[config.mk]
export PLATFORM = sky130hd
export DESIGN_NAME = dns_response_parser_top
export DESIGN_NICKNAME = d
export VERILOG_FILES = /design/src/rtl/drp_pkg.sv /design/src/rtl/dns_response_parser_top.sv
export VERILOG_INCLUDE_DIRS = /design/src /design/src/rtl
export SDC_FILE = /design/constraint.sdc
export NUM_CORES = 1
export LEC_CHECK = 0
export ABC_AREA = 0
export BUFFER_PORTS_ARGS = -buffer_cell sky130_fd_sc_hd__buf_2
export CORE_MARGIN = 2
export CORE_UTILIZATION = 40
export CTS_CLUSTER_DIAMETER = 120
export CTS_CLUSTER_SIZE = 30
export DETAILED_ROUTE_END_ITERATION = 8
export MAX_ROUTING_LAYER = met4
export SYNTH_ARGS = -nofsm -noshare
export SYNTH_HDL_FRONTEND = slang
export SYNTH_SLANG_ARGS = --single-unit
[constraint.sdc]
create_clock -name clk -period 6.55 [get_ports clk]
set_input_delay 0.655 -clock clk [delete_from_list [all_inputs] [get_ports clk]]
set_output_delay 0.655 -clock clk [all_outputs]
set_load 0.03 [all_outputs]
[src/rtl/dns_response_parser_top_defines.svh]
// ----------------------------------------------------------------------------
// DNS response parser assertion macros
// Shared concurrent assertion forms, clocked on clk and held off during reset.
// ----------------------------------------------------------------------------
`ifndef DNS_RESPONSE_PARSER_TOP_DEFINES_SVH
`define DNS_RESPONSE_PARSER_TOP_DEFINES_SVH

// The consequent must hold in the same cycle as the antecedent.
`define DRP_ASSERT_SAME(lbl, ante, cons, msg) \
  lbl: assert property (@(posedge clk) disable iff (!rst_n) (ante) |-> (cons)) \
    else $error(msg);

// The consequent must hold in the cycle after the antecedent.
`define DRP_ASSERT_NEXT(lbl, ante, cons, msg) \
  lbl: assert property (@(posedge clk) disable iff (!rst_n) (ante) |=> (cons)) \
    else $error(msg);

`endif

[src/rtl/drp_pkg.sv]
// ----------------------------------------------------------------------------
// DNS response parser package
// Parse phases, result codes and the data form decode shared by the parser.
// ----------------------------------------------------------------------------
package drp_pkg;

  typedef enum logic [2:0] {
    PH_HEADER = 3'd0,
    PH_QNAME  = 3'd1,
    PH_QFIXED = 3'd2,
    PH_ANAME  = 3'd3,
    PH_APTR   = 3'd4,
    PH_RRHDR  = 3'd5,
    PH_RDATA  = 3'd6,
    PH_IDLE   = 3'd7
  } phase_t;

  typedef enum logic [1:0] {
    NM_FIRST   = 2'd0,
    NM_LATER   = 2'd1,
    NM_STOPPED = 2'd2
  } name_mode_t;

  localparam logic [1:0] KIND_DATA   = 2'd0;
  localparam logic [1:0] KIND_DONE   = 2'd1;
  localparam logic [1:0] KIND_STATUS = 2'd2;

  localparam logic [1:0] FORM_RAW  = 2'd0;
  localparam logic [1:0] FORM_ADDR = 2'd1;
  localparam logic [1:0] FORM_NAME = 2'd2;

  localparam logic [2:0] ST_OK       = 3'd0;
  localparam logic [2:0] ST_SHORT    = 3'd1;
  localparam logic [2:0] ST_NOT_RESP = 3'd2;
  localparam logic [2:0] ST_RCODE    = 3'd3;
  localparam logic [2:0] ST_OVERSIZE = 3'd4;

  localparam logic [15:0] TYPE_A     = 16'd1;
  localparam logic [15:0] TYPE_CNAME = 16'd5;
  localparam logic [15:0] TYPE_PTR   = 16'd12;
  localparam logic [15:0] TYPE_AAAA  = 16'd28;

  localparam logic [7:0] CHAR_DOT = 8'h2E;

  typedef struct packed {
    logic [1:0]  item_kind;
    logic [15:0] record_number;
    logic [15:0] record_type;
    logic [31:0] record_ttl;
    logic [15:0] rdata_length;
    logic [1:0]  data_form;
    logic [7:0]  data_byte;
    logic [2:0]  packet_status;
    logic [15:0] complete_records;
  } result_t;

  // How the rdata of a record is presented.
  function automatic logic [1:0] form_of(input logic [15:0] rtype, input logic [15:0] rlen);
    logic [1:0] f;
    f = FORM_RAW;
    if (rtype == TYPE_A && rlen == 16'd4) f = FORM_ADDR;
    else if (rtype == TYPE_AAAA && rlen == 16'd16) f = FORM_ADDR;
    else if (rtype == TYPE_CNAME || rtype == TYPE_PTR) f = FORM_NAME;
    return f;
  endfunction

endpackage

[src/rtl/dns_response_parser_top.sv]
// ----------------------------------------------------------------------------
// DNS response parser
// Latency: the first result of a byte is offered in the cycle after it is accepted.
// Throughput: one byte per cycle while each byte gives at most one result and out_tready
// stays high; a byte giving more results (up to three) holds the input while the result
// register drains. Reset is synchronous, active low, and returns to the header phase.
// ----------------------------------------------------------------------------
`include "dns_response_parser_top_defines.svh"

module dns_response_parser_top #(
  parameter int MAX_PACKET_BYTES = 4096
) (
  input  logic         clk,
  input  logic         rst_n,
  input  logic         in_tvalid,
  output logic         in_tready,
  input  logic [7:0]   in_tdata,   // packet_byte [7:0]
  input  logic         in_tlast,   // end_of_packet
  output logic         out_tvalid,
  input  logic         out_tready,
  // record_number [15:0], record_type [31:16], record_ttl [63:32],
  // rdata_length [79:64], data_form [81:80], data_byte [89:82],
  // packet_status [92:90], complete_records [108:93], zero fill above
  output logic [111:0] out_tdata,
  output logic [1:0]   out_tuser   // item_kind [1:0]
);

  // Byte count at which a packet is judged oversize.
  localparam logic [15:0] MaxBytes = 16'(MAX_PACKET_BYTES);

  // Events raised by one accepted byte, with the record context they carry.
  typedef struct packed {
    logic        data_en;
    logic [7:0]  data_val;
    logic        done_en;
    logic [15:0] rec_num;
    logic [15:0] rec_type;
    logic [31:0] rec_ttl;
    logic [15:0] rec_len;
    logic        status_en;
    logic [2:0]  status_code;
    logic [15:0] status_recs;
  } event_t;

  // Parser state.
  drp_pkg::phase_t     phase_r, phase_nxt, phase_sel;
  logic [15:0]         pos_r, pos_nxt;
  logic [15:0]         flags_r, flags_nxt;
  logic [15:0]         qleft_r, qleft_nxt;
  logic [15:0]         aleft_r, aleft_nxt;
  logic [7:0]          lbl_r, lbl_nxt;
  logic [3:0]          fbs_r, fbs_nxt;
  logic [15:0]         type_r, type_nxt;
  logic [31:0]         ttl_r, ttl_nxt;
  logic [15:0]         rdlen_r, rdlen_nxt;
  logic [15:0]         rdleft_r, rdleft_nxt;
  drp_pkg::name_mode_t nmode_r, nmode_nxt;
  logic [15:0]         recs_r, recs_nxt;
  logic [2:0]          fail_r, fail_nxt;
  logic                finish;
  logic                next_sec;
  event_t              ev;

  // Result register: up to three pending results, the head at slot 0.
  drp_pkg::result_t    slot_r [3];
  drp_pkg::result_t    slot_nxt [3];
  logic [1:0]          cnt_r, cnt_nxt;
  logic [1:0]          fill;
  logic                in_acc;
  logic                out_pop;

  assign out_tvalid = (cnt_r != 2'd0);
  assign out_pop    = out_tvalid && out_tready;
  // A new byte may load the result register once it is empty or emptying.
  assign in_tready  = (cnt_r == 2'd0) || (cnt_r == 2'd1 && out_pop);
  assign in_acc     = in_tvalid && in_tready;

  assign out_tuser = slot_r[0].item_kind;
  assign out_tdata = {3'b000, slot_r[0].complete_records, slot_r[0].packet_status,
                      slot_r[0].data_byte, slot_r[0].data_form, slot_r[0].rdata_length,
                      slot_r[0].record_ttl, slot_r[0].record_type, slot_r[0].record_number};

  // Next state: one step of the parse for the byte on the input.
  always_comb begin
    phase_sel  = phase_r;
    pos_nxt    = pos_r;
    flags_nxt  = flags_r;
    qleft_nxt  = qleft_r;
    aleft_nxt  = aleft_r;
    lbl_nxt    = lbl_r;
    fbs_nxt    = fbs_r;
    type_nxt   = type_r;
    ttl_nxt    = ttl_r;
    rdlen_nxt  = rdlen_r;
    rdleft_nxt = rdleft_r;
    nmode_nxt  = nmode_r;
    recs_nxt   = recs_r;
    fail_nxt   = fail_r;
    finish     = 1'b0;
    next_sec   = 1'b0;
    ev         = '0;

    // Any byte past the size limit stops parsing, unless a header failure came first.
    if (pos_r >= MaxBytes && fail_r == drp_pkg::ST_OK) begin
      fail_nxt  = drp_pkg::ST_OVERSIZE;
      phase_sel = drp_pkg::PH_IDLE;
    end
    if (pos_r != 16'hFFFF) pos_nxt = pos_r + 16'd1;
    phase_nxt = phase_sel;

    unique case (phase_sel)
      drp_pkg::PH_HEADER: begin
        if (pos_r == 16'd2 || pos_r == 16'd3) flags_nxt = {flags_r[7:0], in_tdata};
        else if (pos_r == 16'd4 || pos_r == 16'd5) qleft_nxt = {qleft_r[7:0], in_tdata};
        else if (pos_r == 16'd6 || pos_r == 16'd7) aleft_nxt = {aleft_r[7:0], in_tdata};
        if (pos_r >= 16'd11) begin
          if (!flags_r[15]) begin
            fail_nxt  = drp_pkg::ST_NOT_RESP;
            phase_nxt = drp_pkg::PH_IDLE;
          end else if (flags_r[3:0] != 4'd0) begin
            fail_nxt  = drp_pkg::ST_RCODE;
            phase_nxt = drp_pkg::PH_IDLE;
          end else begin
            next_sec = 1'b1;
          end
        end
      end
      drp_pkg::PH_QNAME: begin
        // Question names are plain labels: no pointer check, so a nonzero byte at a label start is a length.
        if (lbl_r != 8'd0) lbl_nxt = lbl_r - 8'd1;
        else if (in_tdata == 8'd0) begin
          phase_nxt = drp_pkg::PH_QFIXED;
          fbs_nxt   = 4'd0;
        end else lbl_nxt = in_tdata;
      end
      drp_pkg::PH_QFIXED: begin
        fbs_nxt = fbs_r + 4'd1;
        if (fbs_nxt >= 4'd4) begin
          qleft_nxt = qleft_r - 16'd1;
          next_sec  = 1'b1;
        end
      end
      drp_pkg::PH_ANAME: begin
        if (lbl_r != 8'd0) lbl_nxt = lbl_r - 8'd1;
        else if (in_tdata[7:6] == 2'b11) phase_nxt = drp_pkg::PH_APTR;
        else if (in_tdata == 8'd0) begin
          phase_nxt = drp_pkg::PH_RRHDR;
          fbs_nxt   = 4'd0;
        end else lbl_nxt = in_tdata;
      end
      drp_pkg::PH_APTR: begin
        // Second pointer byte ends the name; no terminator follows.
        phase_nxt = drp_pkg::PH_RRHDR;
        fbs_nxt   = 4'd0;
      end
      drp_pkg::PH_RRHDR: begin
        if (fbs_r == 4'd0) type_nxt = {8'd0, in_tdata};
        else if (fbs_r == 4'd1) type_nxt = {type_r[7:0], in_tdata};
        else if (fbs_r >= 4'd4 && fbs_r <= 4'd7) ttl_nxt = {ttl_r[23:0], in_tdata};
        else if (fbs_r == 4'd8) rdlen_nxt = {8'd0, in_tdata};
        else if (fbs_r == 4'd9) rdlen_nxt = {rdlen_r[7:0], in_tdata};
        fbs_nxt = fbs_r + 4'd1;
        if (fbs_nxt >= 4'd10) begin
          fbs_nxt    = 4'd0;
          rdleft_nxt = rdlen_nxt;
          nmode_nxt  = drp_pkg::NM_FIRST;
          lbl_nxt    = 8'd0;
          if (rdlen_nxt == 16'd0) finish = 1'b1;
          else phase_nxt = drp_pkg::PH_RDATA;
        end
      end
      drp_pkg::PH_RDATA: begin
        if (drp_pkg::form_of(type_r, rdlen_r) != drp_pkg::FORM_NAME) begin
          ev.data_en  = 1'b1;
          ev.data_val = in_tdata;
        end else if (nmode_r != drp_pkg::NM_STOPPED) begin
          if (lbl_r != 8'd0) begin
            ev.data_en  = 1'b1;
            ev.data_val = in_tdata;
            lbl_nxt     = lbl_r - 8'd1;
          end else if (in_tdata[7:6] != 2'b00 || in_tdata == 8'd0) begin
            // A byte with either top bit set (a pointer) or the root label ends the name; the rest is skipped.
            nmode_nxt = drp_pkg::NM_STOPPED;
          end else begin
            if (nmode_r == drp_pkg::NM_LATER) begin
              ev.data_en  = 1'b1;
              ev.data_val = drp_pkg::CHAR_DOT;
            end
            nmode_nxt = drp_pkg::NM_LATER;
            lbl_nxt   = in_tdata;
          end
        end
        rdleft_nxt = rdleft_r - 16'd1;
        if (rdleft_nxt == 16'd0) finish = 1'b1;
      end
      drp_pkg::PH_IDLE: begin
      end
    endcase

    if (finish) begin
      ev.done_en = 1'b1;
      recs_nxt   = recs_r + 16'd1;
      aleft_nxt  = aleft_r - 16'd1;
      next_sec   = 1'b1;
    end
    if (next_sec) begin
      if (qleft_nxt != 16'd0) phase_nxt = drp_pkg::PH_QNAME;
      else if (aleft_nxt != 16'd0) phase_nxt = drp_pkg::PH_ANAME;
      else phase_nxt = drp_pkg::PH_IDLE;
      lbl_nxt = 8'd0;
      fbs_nxt = 4'd0;
    end

    ev.rec_num  = recs_r;
    ev.rec_type = type_nxt;
    ev.rec_ttl  = ttl_nxt;
    ev.rec_len  = rdlen_nxt;

    // The final byte reports the packet status and clears the parse state.
    if (in_tlast) begin
      ev.status_en   = 1'b1;
      ev.status_code = (pos_nxt < 16'd12) ? drp_pkg::ST_SHORT : fail_nxt;
      ev.status_recs = recs_nxt;
      phase_nxt  = drp_pkg::PH_HEADER;
      pos_nxt    = 16'd0;
      flags_nxt  = 16'd0;
      qleft_nxt  = 16'd0;
      aleft_nxt  = 16'd0;
      lbl_nxt    = 8'd0;
      fbs_nxt    = 4'd0;
      type_nxt   = 16'd0;
      ttl_nxt    = 32'd0;
      rdlen_nxt  = 16'd0;
      rdleft_nxt = 16'd0;
      nmode_nxt  = drp_pkg::NM_FIRST;
      recs_nxt   = 16'd0;
      fail_nxt   = drp_pkg::ST_OK;
    end
  end

  // Outputs: pack the raised events, in order, into the result slots.
  always_comb begin
    for (int i = 0; i < 3; i++) slot_nxt[i] = '0;
    fill = 2'd0;
    if (ev.data_en) begin
      slot_nxt[fill].item_kind     = drp_pkg::KIND_DATA;
      slot_nxt[fill].record_number = ev.rec_num;
      slot_nxt[fill].record_type   = ev.rec_type;
      slot_nxt[fill].record_ttl    = ev.rec_ttl;
      slot_nxt[fill].rdata_length  = ev.rec_len;
      slot_nxt[fill].data_form     = drp_pkg::form_of(ev.rec_type, ev.rec_len);
      slot_nxt[fill].data_byte     = ev.data_val;
      fill = fill + 2'd1;
    end
    if (ev.done_en) begin
      slot_nxt[fill].item_kind     = drp_pkg::KIND_DONE;
      slot_nxt[fill].record_number = ev.rec_num;
      slot_nxt[fill].record_type   = ev.rec_type;
      slot_nxt[fill].record_ttl    = ev.rec_ttl;
      slot_nxt[fill].rdata_length  = ev.rec_len;
      slot_nxt[fill].data_form     = drp_pkg::form_of(ev.rec_type, ev.rec_len);
      fill = fill + 2'd1;
    end
    if (ev.status_en) begin
      slot_nxt[fill].item_kind        = drp_pkg::KIND_STATUS;
      slot_nxt[fill].record_number    = ev.status_recs;
      slot_nxt[fill].packet_status    = ev.status_code;
      slot_nxt[fill].complete_records = ev.status_recs;
      fill = fill + 2'd1;
    end
    cnt_nxt = fill;
  end

  // Parse state registers.
  always_ff @(posedge clk) begin
    if (!rst_n) begin
      phase_r  <= drp_pkg::PH_HEADER;
      pos_r    <= 16'd0;
      flags_r  <= 16'd0;
      qleft_r  <= 16'd0;
      aleft_r  <= 16'd0;
      lbl_r    <= 8'd0;
      fbs_r    <= 4'd0;
      type_r   <= 16'd0;
      ttl_r    <= 32'd0;
      rdlen_r  <= 16'd0;
      rdleft_r <= 16'd0;
      nmode_r  <= drp_pkg::NM_FIRST;
      recs_r   <= 16'd0;
      fail_r   <= drp_pkg::ST_OK;
    end else if (in_acc) begin
      phase_r  <= phase_nxt;
      pos_r    <= pos_nxt;
      flags_r  <= flags_nxt;
      qleft_r  <= qleft_nxt;
      aleft_r  <= aleft_nxt;
      lbl_r    <= lbl_nxt;
      fbs_r    <= fbs_nxt;
      type_r   <= type_nxt;
      ttl_r    <= ttl_nxt;
      rdlen_r  <= rdlen_nxt;
      rdleft_r <= rdleft_nxt;
      nmode_r  <= nmode_nxt;
      recs_r   <= recs_nxt;
      fail_r   <= fail_nxt;
    end
  end

  // Result register: loads on an accepted byte, otherwise shifts on each taken request.
  always_ff @(posedge clk) begin
    if (!rst_n) begin
      cnt_r <= 2'd0;
    end else if (in_acc) begin
      cnt_r <= cnt_nxt;
    end else if (out_pop) begin
      cnt_r <= cnt_r - 2'd1;
    end
  end

  always_ff @(posedge clk) begin
    if (in_acc) begin
      for (int i = 0; i < 3; i++) slot_r[i] <= slot_nxt[i];
    end else if (out_pop) begin
      slot_r[0] <= slot_r[1];
      slot_r[1] <= slot_r[2];
    end
  end

  `DRP_ASSERT_NEXT(a_eop_resets, in_acc && in_tlast, phase_r == drp_pkg::PH_HEADER && pos_r == 16'd0, "parser not back in header phase after end of packet")
  `DRP_ASSERT_SAME(a_status_last, out_tvalid && out_tuser == drp_pkg::KIND_STATUS, cnt_r == 2'd1, "status result is not the last pending result")
  `DRP_ASSERT_SAME(a_rdata_nonempty, phase_r == drp_pkg::PH_RDATA, rdleft_r != 16'd0, "rdata phase with no bytes left")
  `DRP_ASSERT_SAME(a_fail_idle, fail_r != drp_pkg::ST_OK, phase_r == drp_pkg::PH_IDLE, "failure recorded while still parsing")

endmodule
**Yosys cells after proc, flatten, opt, wreduce, memory -nomap -nowiden**

Memories as Yosys holds them, arrays and structs flattened.
Index checks and enable logic that the tools add are counted.

- Bits in registers: 182
- Bits in latches: 0
- Bits in writable memories: 333
- Memory bits (read-only): 0
- Bits of input ports: 13
- Output and inout bits: 116
- Logic and storage cells: 287
- Memories: 1

Memories:

| memory | words | bits a word | read ports | clocked after Yosys merged registers in | write ports | line | source |
|---|---|---|---|---|---|---|---|
| slot_r | 3 | 111 | 3 | 0 | 3 | dns_response_parser_top.sv:65 | `drp_pkg::result_t slot_r [3];` |

- Add/subtract/negate cells: 10
- Multiply operators: 0
- Divide/modulo/power cells: 0
- $lt $le $gt $ge: 11
- Equal/unequal tests: 45
- Shifts and indexed selects: 0
- Multiplexer cells: 159
- Bitwise logic cells: 4
- Reduce and logical (&&, ||, !) cells: 42

Operators by type and width:

| cell | number |
|---|---|
| 333-bit bitwise mux | 10 |
| 111-bit demux with 2-bit select | 10 |
| 333-bit two-way mux | 2 |
| 16-bit two-way mux | 32 |
| 111-bit two-way mux | 4 |
| 109-bit two-way mux | 2 |
| 32-bit two-way mux | 5 |
| 16-bit by 3-bit == test with 1-bit output (second input constant) | 8 |
| 93-bit two-way mux | 1 |
| 90-bit two-way mux | 1 |
| 8-bit two-way mux | 11 |
| 77-bit two-way mux | 1 |
| 3-bit two-way mux | 22 |
| 16-bit by 5-bit == test with 1-bit output (second input constant) | 4 |
| 16-bit one-hot mux with 2 select lines | 2 |
| 9-bit two-way mux | 6 |
| 16-bit by 1-bit subtractor with 16-bit output (second input constant) | 3 |
| 45-bit two-way mux | 1 |
| 2-bit two-way mux | 18 |
| 16-bit by 1-bit adder with 16-bit output (second input constant) | 2 |
| 16-bit by 1-bit == test with 1-bit output (second input constant) | 2 |
| 16-bit by 2-bit == test with 1-bit output (second input constant) | 2 |
| 16-bit by 4-bit == test with 1-bit output (second input constant) | 2 |
| 16-bit logical NOT | 2 |
| other kinds (53) | 118 |

**Logic depth before layout (Yosys ltp)**

Gate-level depths: netlist of run 1.

- Depth in word-level cells: 28
- Gate-level depth with buffers: 19

**Worst setup path before layout of run 1**

No wires, ideal clock.

- Path type: input to register
- From: input out_tready
- To: memory slot_r[0][0] (netlist bit) (enable)
- Library setup time: 0.565 ns
- Data arrival time: 5.066 ns
- Required time: 5.985 ns
- Path slack: 0.919 ns
- Stages: 3
- Cells stage by stage: nor2b_1 a21oi_1 inv_1

RTL lines:

| element | line | source |
|---|---|---|
| start, declared | dns_response_parser_top.sv:20 | `input logic out_tready,` |
| end, declared | dns_response_parser_top.sv:65 |  |

==> out/qor.txt, run 1 <==
pre-CTS setup slack -> 1.33 ns
maximum level of the CTS H-tree -> 1
Final period util -> 81.0%
end-of-flow core utilization -> 42.2%
Ant. Diodes -> 0
layout-stage area growth over the synthesis result -> 3.75%
transition at the pin with the smallest max-transition slack -> 1.14 ns
via count of the first global-routing pass -> 15200
post-layout power -> 6.56 mW
total gr overflow -> 0
count of antenna-violating nets left after detailed routing -> 0
Yosys warning count -> 0
Setup crit end kind -> flop
unrepaired setup endpoints after global routing -> false
Clock transition at path regs -> 0.12 ns
post-route setup slack -> 1.24 ns
CP cell instances -> inv_1 -> ha_1 -> nor2_1 -> nor2_1 -> mux2i_1 -> nand2b_1 -> or4_1 -> nand2_8 -> ha_1 -> nor2b_1 -> nand2_1 -> o311ai_0
Hold Buf Count CTS -> 0
fmax -> 188 MHz
Buffers & Inverters on Critical Path -> 1
CTS Sinks -> 406
via density per instance -> 5.78
flop2flop setup slack -> 1.24 ns
shortest period the worst path allows -> 5.31 ns
Die Area -> 0.0542 mm^2
standby leakage power -> 7.88 nW
peak fanout along the critical path -> 25
Sw Share -> 35.2%
cell count after placement -> 2821
First DRT Iteration DRCs -> 1777
buffers inserted during post-CTS setup optimization -> 0
Worst Hold Class -> input port to flop
Post-synth EDFFs -> 234
remaining routing DRC violations -> 0
Internal -> 4.25 mW
core box area -> 0.0515 mm^2
outcome -> finished, final reports clean
worst clock skew -> 0.0438 ns
cell area after placement -> 0.0212 mm^2
DIE WIDTH -> 233 um
library cells used by synthesis -> 81
start point of the worst hold path -> rst_n
Post-layout nets -> 2192
post-synthesis register bit count -> 406
post_cts resized -> 0
required time of the critical path -> 6.88 ns
TritonCTS clock tree -> yes
worst hold slack after final layout -> 0.450 ns
routed wirelength normalized by instance count -> 19.5 um
number of top-level pins -> 129
pin count of the biggest net entering global routing -> 137
origin of the worst setup path -> fbs_r[0]
Max Cap Viol -> 0
post-layout instance count excluding filler cells -> 2853
Slew headroom -> 24.0%
GPL Wtd Cong -> 0.858
sequential-to-total area share from yosys stat -> 50.0%
arrival time at the worst endpoint -> 5.64 ns
chip height -> 233 um
final-report setup violation count -> 0
ys flop type -> edfxtp_1
cell area after synthesis -> 0.0209 mm^2
CTS root buffer -> clkbuf_16
number of rows in the core area -> 83
Final Instance Area -> 0.0217 mm^2
global-route wire length before repair -> 87300 um
Max Buffers Root-to-Sink -> 3
Setup TNS Final -> 0 ns
Tot GR Track Use -> 20.7%
Power per Cell Area -> 302 mW/mm^2
via count of the routed design -> 16500
DR pass1 iterations -> 5
Max Slew Vio Count -> 0
fraction of final layout cells sized beyond drive strength 1 -> 9.89%
Worst path top cell family by delay -> simple AND/OR/NAND/NOR gates
initial antenna violation count -> 0
share of synthesized registers carrying an async set or reset -> 0%
synthesized instance count -> 2265
Port-buffer cells -> 125
crit path launch type -> flop
Setup CP Type -> flop to flop
number of endpoints with negative hold slack in the final report -> 0
clk_lat worst skew -> 0.58 ns
average cell area after synthesis -> 9.24 um^2
portion of total power attributed to the clock network -> 21.1%
number of buffers inserted during clock tree synthesis -> 18
initial cell density of the core -> 40.6%
NetSw -> 2.31 mW
R2R Path Start -> fbs_r[0]
delay of the slowest critical-path stage -> 0.83 ns
master of the slowest instance on the critical path -> or4_1
relative contribution of sequential cells to total power -> 53.8%
Peak VDD IR -> 251 uV
Comb power frac -> 25.0%
estimated wirelength of the detail-placed design -> 36600 um
wire length reported by the detailed router -> 55800 um
==> cell families (layout without fill, tap and decap cells) <==
family / count (synthesis) / in the layout / share of synthesized area, %
AND/OR/NAND/NOR: 836 / 836 / 18.4
multiplexers: 76 / 76 / 3.65
other: 1 / 3 / 0.0179
buffers and inverters: 314 / 220 / 7.85
adder cells (fa/ha/maj): 18 / 18 / 1.08
AO/OA/AOI/OAI: 582 / 582 / 17.7
XOR/XNOR: 32 / 32 / 1.34
flip-flops: 406 / 406 / 50.0
==> synthesized netlist by cell type (all sizes together) (26+ instances only) <==
cell type  instances  area, um^2
buf              134         966
nor3              51         260
nand3             33         165
dfxtp            172        3440
and2              26         163
a21oi            127         636
clkbuf           144         542
edfxtp           234        7030
nand2            208         797
nor2             357        1340
o21ai            194         971
inv               35         131
mux2i             74         741
a22oi             77         578
==> routing by layer <==
layer	routed length [um]	track usage, %	up-vias	part of all wire (%)
li1	-	-	7820	-
met1	26400	29.6	8156	47
met2	25600	32.0	467	46
met3	3150	2.35	42	5.6
met4	636	3.48	0	1.1
met5	0	-	-	0
==> area by class of cell <==
| cell class | instances | area, um^2 |
|---|---|---|
| fillers | 5067 | 29800 |
| flip-flops and latches | 406 | 10500 |
| multi-input cells | 1547 | 8860 |
| well taps | 680 | 851 |
| repair buffers | 152 | 828 |
| clock buffers | 27 | 484 |
| inverters | 36 | 145 |
| clock inverters | 5 | 72.6 |
==> path summary, 6_finish.rpt <==
| path | cells after the start | end |
|---|---|---|
| setup / recovery | 12 | slot_r[0][209] |
| hold / removal | 3 | rdleft_r[0] |
| setup reg to reg | 12 | slot_r[0][209] |
| hold reg to reg | 2 | cnt_r[1] |
==> cell usage in the layout, fill, tap and decap left out, types with 20 or more instances in the layout <==
cell type    n
edfxtp_1   234
inv_1       32
o21ai_0    191
nand3_1     33
a22oi_1     77
buf_2      125
nand2_1    203
nor3_1      50
a21o_1      25
nor4_1      22
mux2i_1     74
or3_1       20
buf_4       27
a22o_1      23
a21oi_1    127
dfxtp_1    172
nor2_1     356
and2_1      25
==> tightest hold or removal path: cells and delay by family <==
kind	cells	cell delay, ns
buf+inv	1	0.19
compound gates	1	0.10
simple gates	1	0.04
==> power by group through the flow <==
stage                     clock network (mW)  logic, mW  registers, mW
after floorplan                            0       1.47           3.63
after global placement                     0       1.65           3.58
after detailed placement                   0       1.66           3.60
after CTS                               1.42       1.66           3.54
after global routing                    1.50       1.77           3.58
final                                   1.39       1.64           3.53
==> state kept, by name, indices dropped and copies added, names as in the netlist, 3 cells and up <==
name	count
slot_r	234
rdleft_r	16
ttl_r	32
lbl_r	8
fail_r	3
fbs_r	4
flags_r	6
pos_r	16
aleft_r	16
type_r	16
qleft_r	16
phase_r	3
rdlen_r	16
recs_r	16
Note: power is estimated with default switching activity, not from simulation.
==> inputs of run 2 (changes only) <==
- ABC_AREA: 0 -> 1
- clock period: 6.55 -> 5 ns (I/O delays scaled with it)
==> out/qor.txt, run 2 <==
cell area after synthesis -> 0.0215 mm^2 (+2.5%)
wire length reported by the detailed router -> 56000 um (+0.44%)
initial cell density of the core -> 40.7% (about the same)
Buffers & Inverters on Critical Path -> 3 (+2)
most repeated cell in the gate-level netlist after synthesis -> nand2_1
estimated wirelength of the detail-placed design -> 37800 um (+3.4%)
shortest period the worst path allows -> 4.32 ns (-0.988 ns)
remaining routing DRC violations -> 0 (unchanged)
Max Buffers Root-to-Sink -> 3 (unchanged)
leading post-synthesis cells by cell area -> edfxtp_1 (33%), dfxtp_1 (16%), nand2_1 (12%)
crit path launch type -> flop
flop2flop setup slack -> 0.68 ns (-0.56 ns)
required time of the critical path -> 5.30 ns (-1.58 ns)
Post-synth EDFFs -> 234 (unchanged)
number of top-level pins -> 129 (unchanged)
layout-stage area growth over the synthesis result -> 4.00%
via count of the first global-routing pass -> 16900 (+11%)
area share of xor/xnor cells in the synthesized design -> 2.00% (+0.66 points)
fmax -> 231 MHz (+23%)
Worst Hold Class -> input port to flop
initial antenna violation count -> 1 (+1)
end point of the worst hold path -> flags_r[7]
clk_lat worst skew -> 0.57 ns (about the same)
buffers inserted during post-CTS setup optimization -> 0 (unchanged)
total gr overflow -> 0 (unchanged)
Setup crit end kind -> flop
max reg flops -> 234 (unchanged)
complex-gate fraction of the synthesized area -> 13.7% (-4.0 points)
multiplexer area fraction after synthesis -> 0.140% (-3.5 points)
Yosys warning count -> 0 (unchanged)
largest register by flop count -> slot_r
post-synthesis register bit count -> 406 (unchanged)
most frequent cell on the critical path -> nand2_1
Post-synth top cells -> nand2_1 (705), nor2_1 (310), o21ai_0 (239)
count of antenna-violating nets left after detailed routing -> 0 (unchanged)
CTS Sinks -> 406 (unchanged)
First DRT Iteration DRCs -> 1352 (-24%)
worst hold slack after final layout -> 0.227 ns (-0.223 ns)
most frequent cells in the layout -> nand2_1 (703), nor2_1 (309), o21ai_0 (239), edfxtp_1 (234), inv_1 (233)
post_cts resized -> 0 (unchanged)
Slew headroom -> 28.6% (+4.5 points)
Setup CP Type -> flop to flop
Clock transition at path regs -> 0.12 ns (about the same)
global-route wire length before repair -> 89800 um (+2.8%)
Hold Path Cell Cnt -> 3 (unchanged)
post-route setup slack -> 0.680 ns (-0.562 ns)
most frequent standard cell in the layout excluding fill and tap cells -> nand2_1
share of synthesized registers carrying an async set or reset -> 0% (unchanged)
number of rows in the core area -> 84 (+1.2%)
maximum level of the CTS H-tree -> 1 (unchanged)
pre-CTS setup slack -> 0.698 ns (-0.637 ns)
start point of the worst hold path -> in_tdata[7]
number of endpoints with negative hold slack in the final report -> 0 (unchanged)
Power per Cell Area -> 435 mW/mm^2 (+44%)
Setup TNS Final -> 0 ns (unchanged)
core box area -> 0.0528 mm^2 (+2.4%)
unrepaired setup endpoints after global routing -> false
DR pass1 iterations -> 5 (unchanged)
synthesized instance count -> 2737 (+21%)
post-layout power -> 9.72 mW (+48%)
fraction of final layout cells sized beyond drive strength 1 -> 8.32% (-1.6 points)
Max Slew Vio Count -> 0 (unchanged)
Worst R2R Path Depth -> 18 (+6)
standby leakage power -> 8.40 nW (+6.5%)
R2R Path Start -> fbs_r[0]
simple logic cell fraction of the synthesized area -> 23.8% (+5.4 points)
peak fanout along the critical path -> 19 (-24%)
DIE WIDTH -> 236 um (+1.2%)
Port-buffer cells -> 125 (unchanged)
number of buffers inserted during clock tree synthesis -> 17 (-1)
CP cell instances -> inv_1 -> ha_1 -> nand3_1 -> nand2_1 -> o21ai_0 -> nand2_1 -> nor2_1 -> nand2_1 -> nor2_4 -> nand3_1 -> nand2_1 -> ha_1 -> nor2_1 -> inv_1 -> nor2_1 -> inv_1 -> o21ai_0 -> o21bai_1
delay of the slowest critical-path stage -> 0.60 ns (-0.23 ns)
Peak VDD IR -> 253 uV (+0.90%)
portion of synthesized cell area occupied by the leading cell type -> 32.8% (-0.82 points)
average cell area after synthesis -> 7.84 um^2 (-15%)
ys flop type -> edfxtp_1
end of the worst register-to-register path -> slot_r[0][215]
master of the slowest instance on the critical path -> inv_1
largest registers -> slot_r: 234 flops, ttl_r: 32 flops
chip height -> 236 um (+1.2%)
TritonCTS clock tree -> yes
via density per instance -> 5.25 (-9.2%)
Hold Buf Count CTS -> 0 (unchanged)
Worst path top cell family by delay -> simple AND/OR/NAND/NOR gates
area share of fa/ha/maj cells after synthesis -> 1.05% (-0.026 points)
Final period util -> 86.4% (+5.4 points)
sequential-to-total area share from yosys stat -> 48.8% (-1.2 points)
Die Area -> 0.0555 mm^2 (+2.5%)
Post-layout nets -> 2699 (+23%)
transition at the pin with the smallest max-transition slack -> 1.07 ns (-0.0677 ns)
CTS root buffer -> clkbuf_16
cell type with the highest aggregate area in the netlist -> edfxtp_1
Max Cap Viol -> 0 (unchanged)
Tot GR Track Use -> 20.3% (-0.38 points)
outcome -> finished, final reports clean
arrival time at the worst endpoint -> 4.62 ns (-1.02 ns)
worst clock skew -> 0.0515 ns (+0.00762 ns)
routed wirelength normalized by instance count -> 16.6 um (-15%)
GPL Wtd Cong -> 0.905 (+5.5%)
final-report setup violation count -> 0 (unchanged)
via count of the routed design -> 17700 (+7.2%)
combinational family with the most area after synthesis -> simple AND/OR/NAND/NOR gates
pin count of the biggest net entering global routing -> 102 (-26%)
library cells used by synthesis -> 52 (-36%)
end-of-flow core utilization -> 42.3% (+0.13 points)
run 2: changes by cell type in the layout (fill, tap and decap cells not counted), sizes merged, moves of 45 or more:
cell   change
a22oi     -77
a21oi     +45
o21ai     +68
inv      +206
nand3     +79
mux2i     -71
nand2    +499
run 2: worst max-delay path by stage:
stage | depth (start not counted) | from | endpoint | slack (ns)
detailed placement | 18 | fbs_r[0] | slot_r[0][210] | 0.70
floorplan | 4 | cnt_r[0] | slot_r[0][0] | 0.36
CTS | 18 | fbs_r[0] | slot_r[0][210] | 0.71
global placement | 18 | fbs_r[0] | slot_r[0][215] | 0.89
global route | 18 | fbs_r[0] | slot_r[0][215] | 0.14
finish | 18 | fbs_r[0] | slot_r[0][215] | 0.68
run 2: final cells by class:
| cell class | instances | area (um^2) |
|---|---|---|
| fillers | 5386 | 30500 |
| flip-flops and latches | 406 | 10500 |
| multi-input cells | 1852 | 8750 |
| inverters | 244 | 925 |
| well taps | 688 | 861 |
| repair buffers | 147 | 816 |
| clock buffers | 27 | 463 |
| clock inverters | 3 | 26.3 |
| diodes | 1 | 2.50 |
run 2: logic make-up (layout without fill, tap and decap cells):
| kind of cell | Yosys count | count (layout) |
|---|---|---|
| mux | 3 | 3 |
| other cells | 1 | 4 |
| flops | 406 | 406 |
| buf+inv | 481 | 421 |
| xor+xnor | 49 | 49 |
| simple gates | 1240 | 1240 |
| compound gates | 539 | 539 |
| fa+ha+maj | 18 | 18 |
run 2: worst register-to-register path: stages (launching register included):
cell and delay (ns):
dfxtp_1 0.40, inv_1 0.10, ha_1 0.22, nand3_1 0.34
nand2_1 0.33, o21ai_0 0.41, nand2_1 0.09, nor2_1 0.10
nand2_1 0.09, nor2_4 0.19, nand3_1 0.10, nand2_1 0.23
ha_1 0.20, nor2_1 0.06, inv_1 0.11, nor2_1 0.06
inv_1 0.60, o21ai_0 0.26, o21bai_1 0.21
run 2: per-stage QoR:
| step | cell area (um^2) | instances |
|---|---|---|
| final | 22300 | 3368 |
| after detailed placement | 21800 | 3337 |
| after CTS | 22300 | 3367 |
| after global placement | 21800 | 3337 |
| after global routing | 22300 | 3368 |
| after floorplan | 21500 | 2739 |
run 2: per-layer routing:
metal,vias to the layer above,GRT usage [%],wire [um]
li1,8778,-,-
met4,0,5.00,1130
met1,8277,27.9,26100
met5,-,-,0
met3,79,2.45,3540
met2,538,31.9,25300
run 2: power by group:
group / leakage [nW] / switching [mW] / total [mW] / internal, mW
sequential: 3.76 / 0.285 / 4.95 / 4.66
combinational: 4.40 / 2.39 / 3.04 / 0.649
clock: 0.234 / 1.07 / 1.73 / 0.663
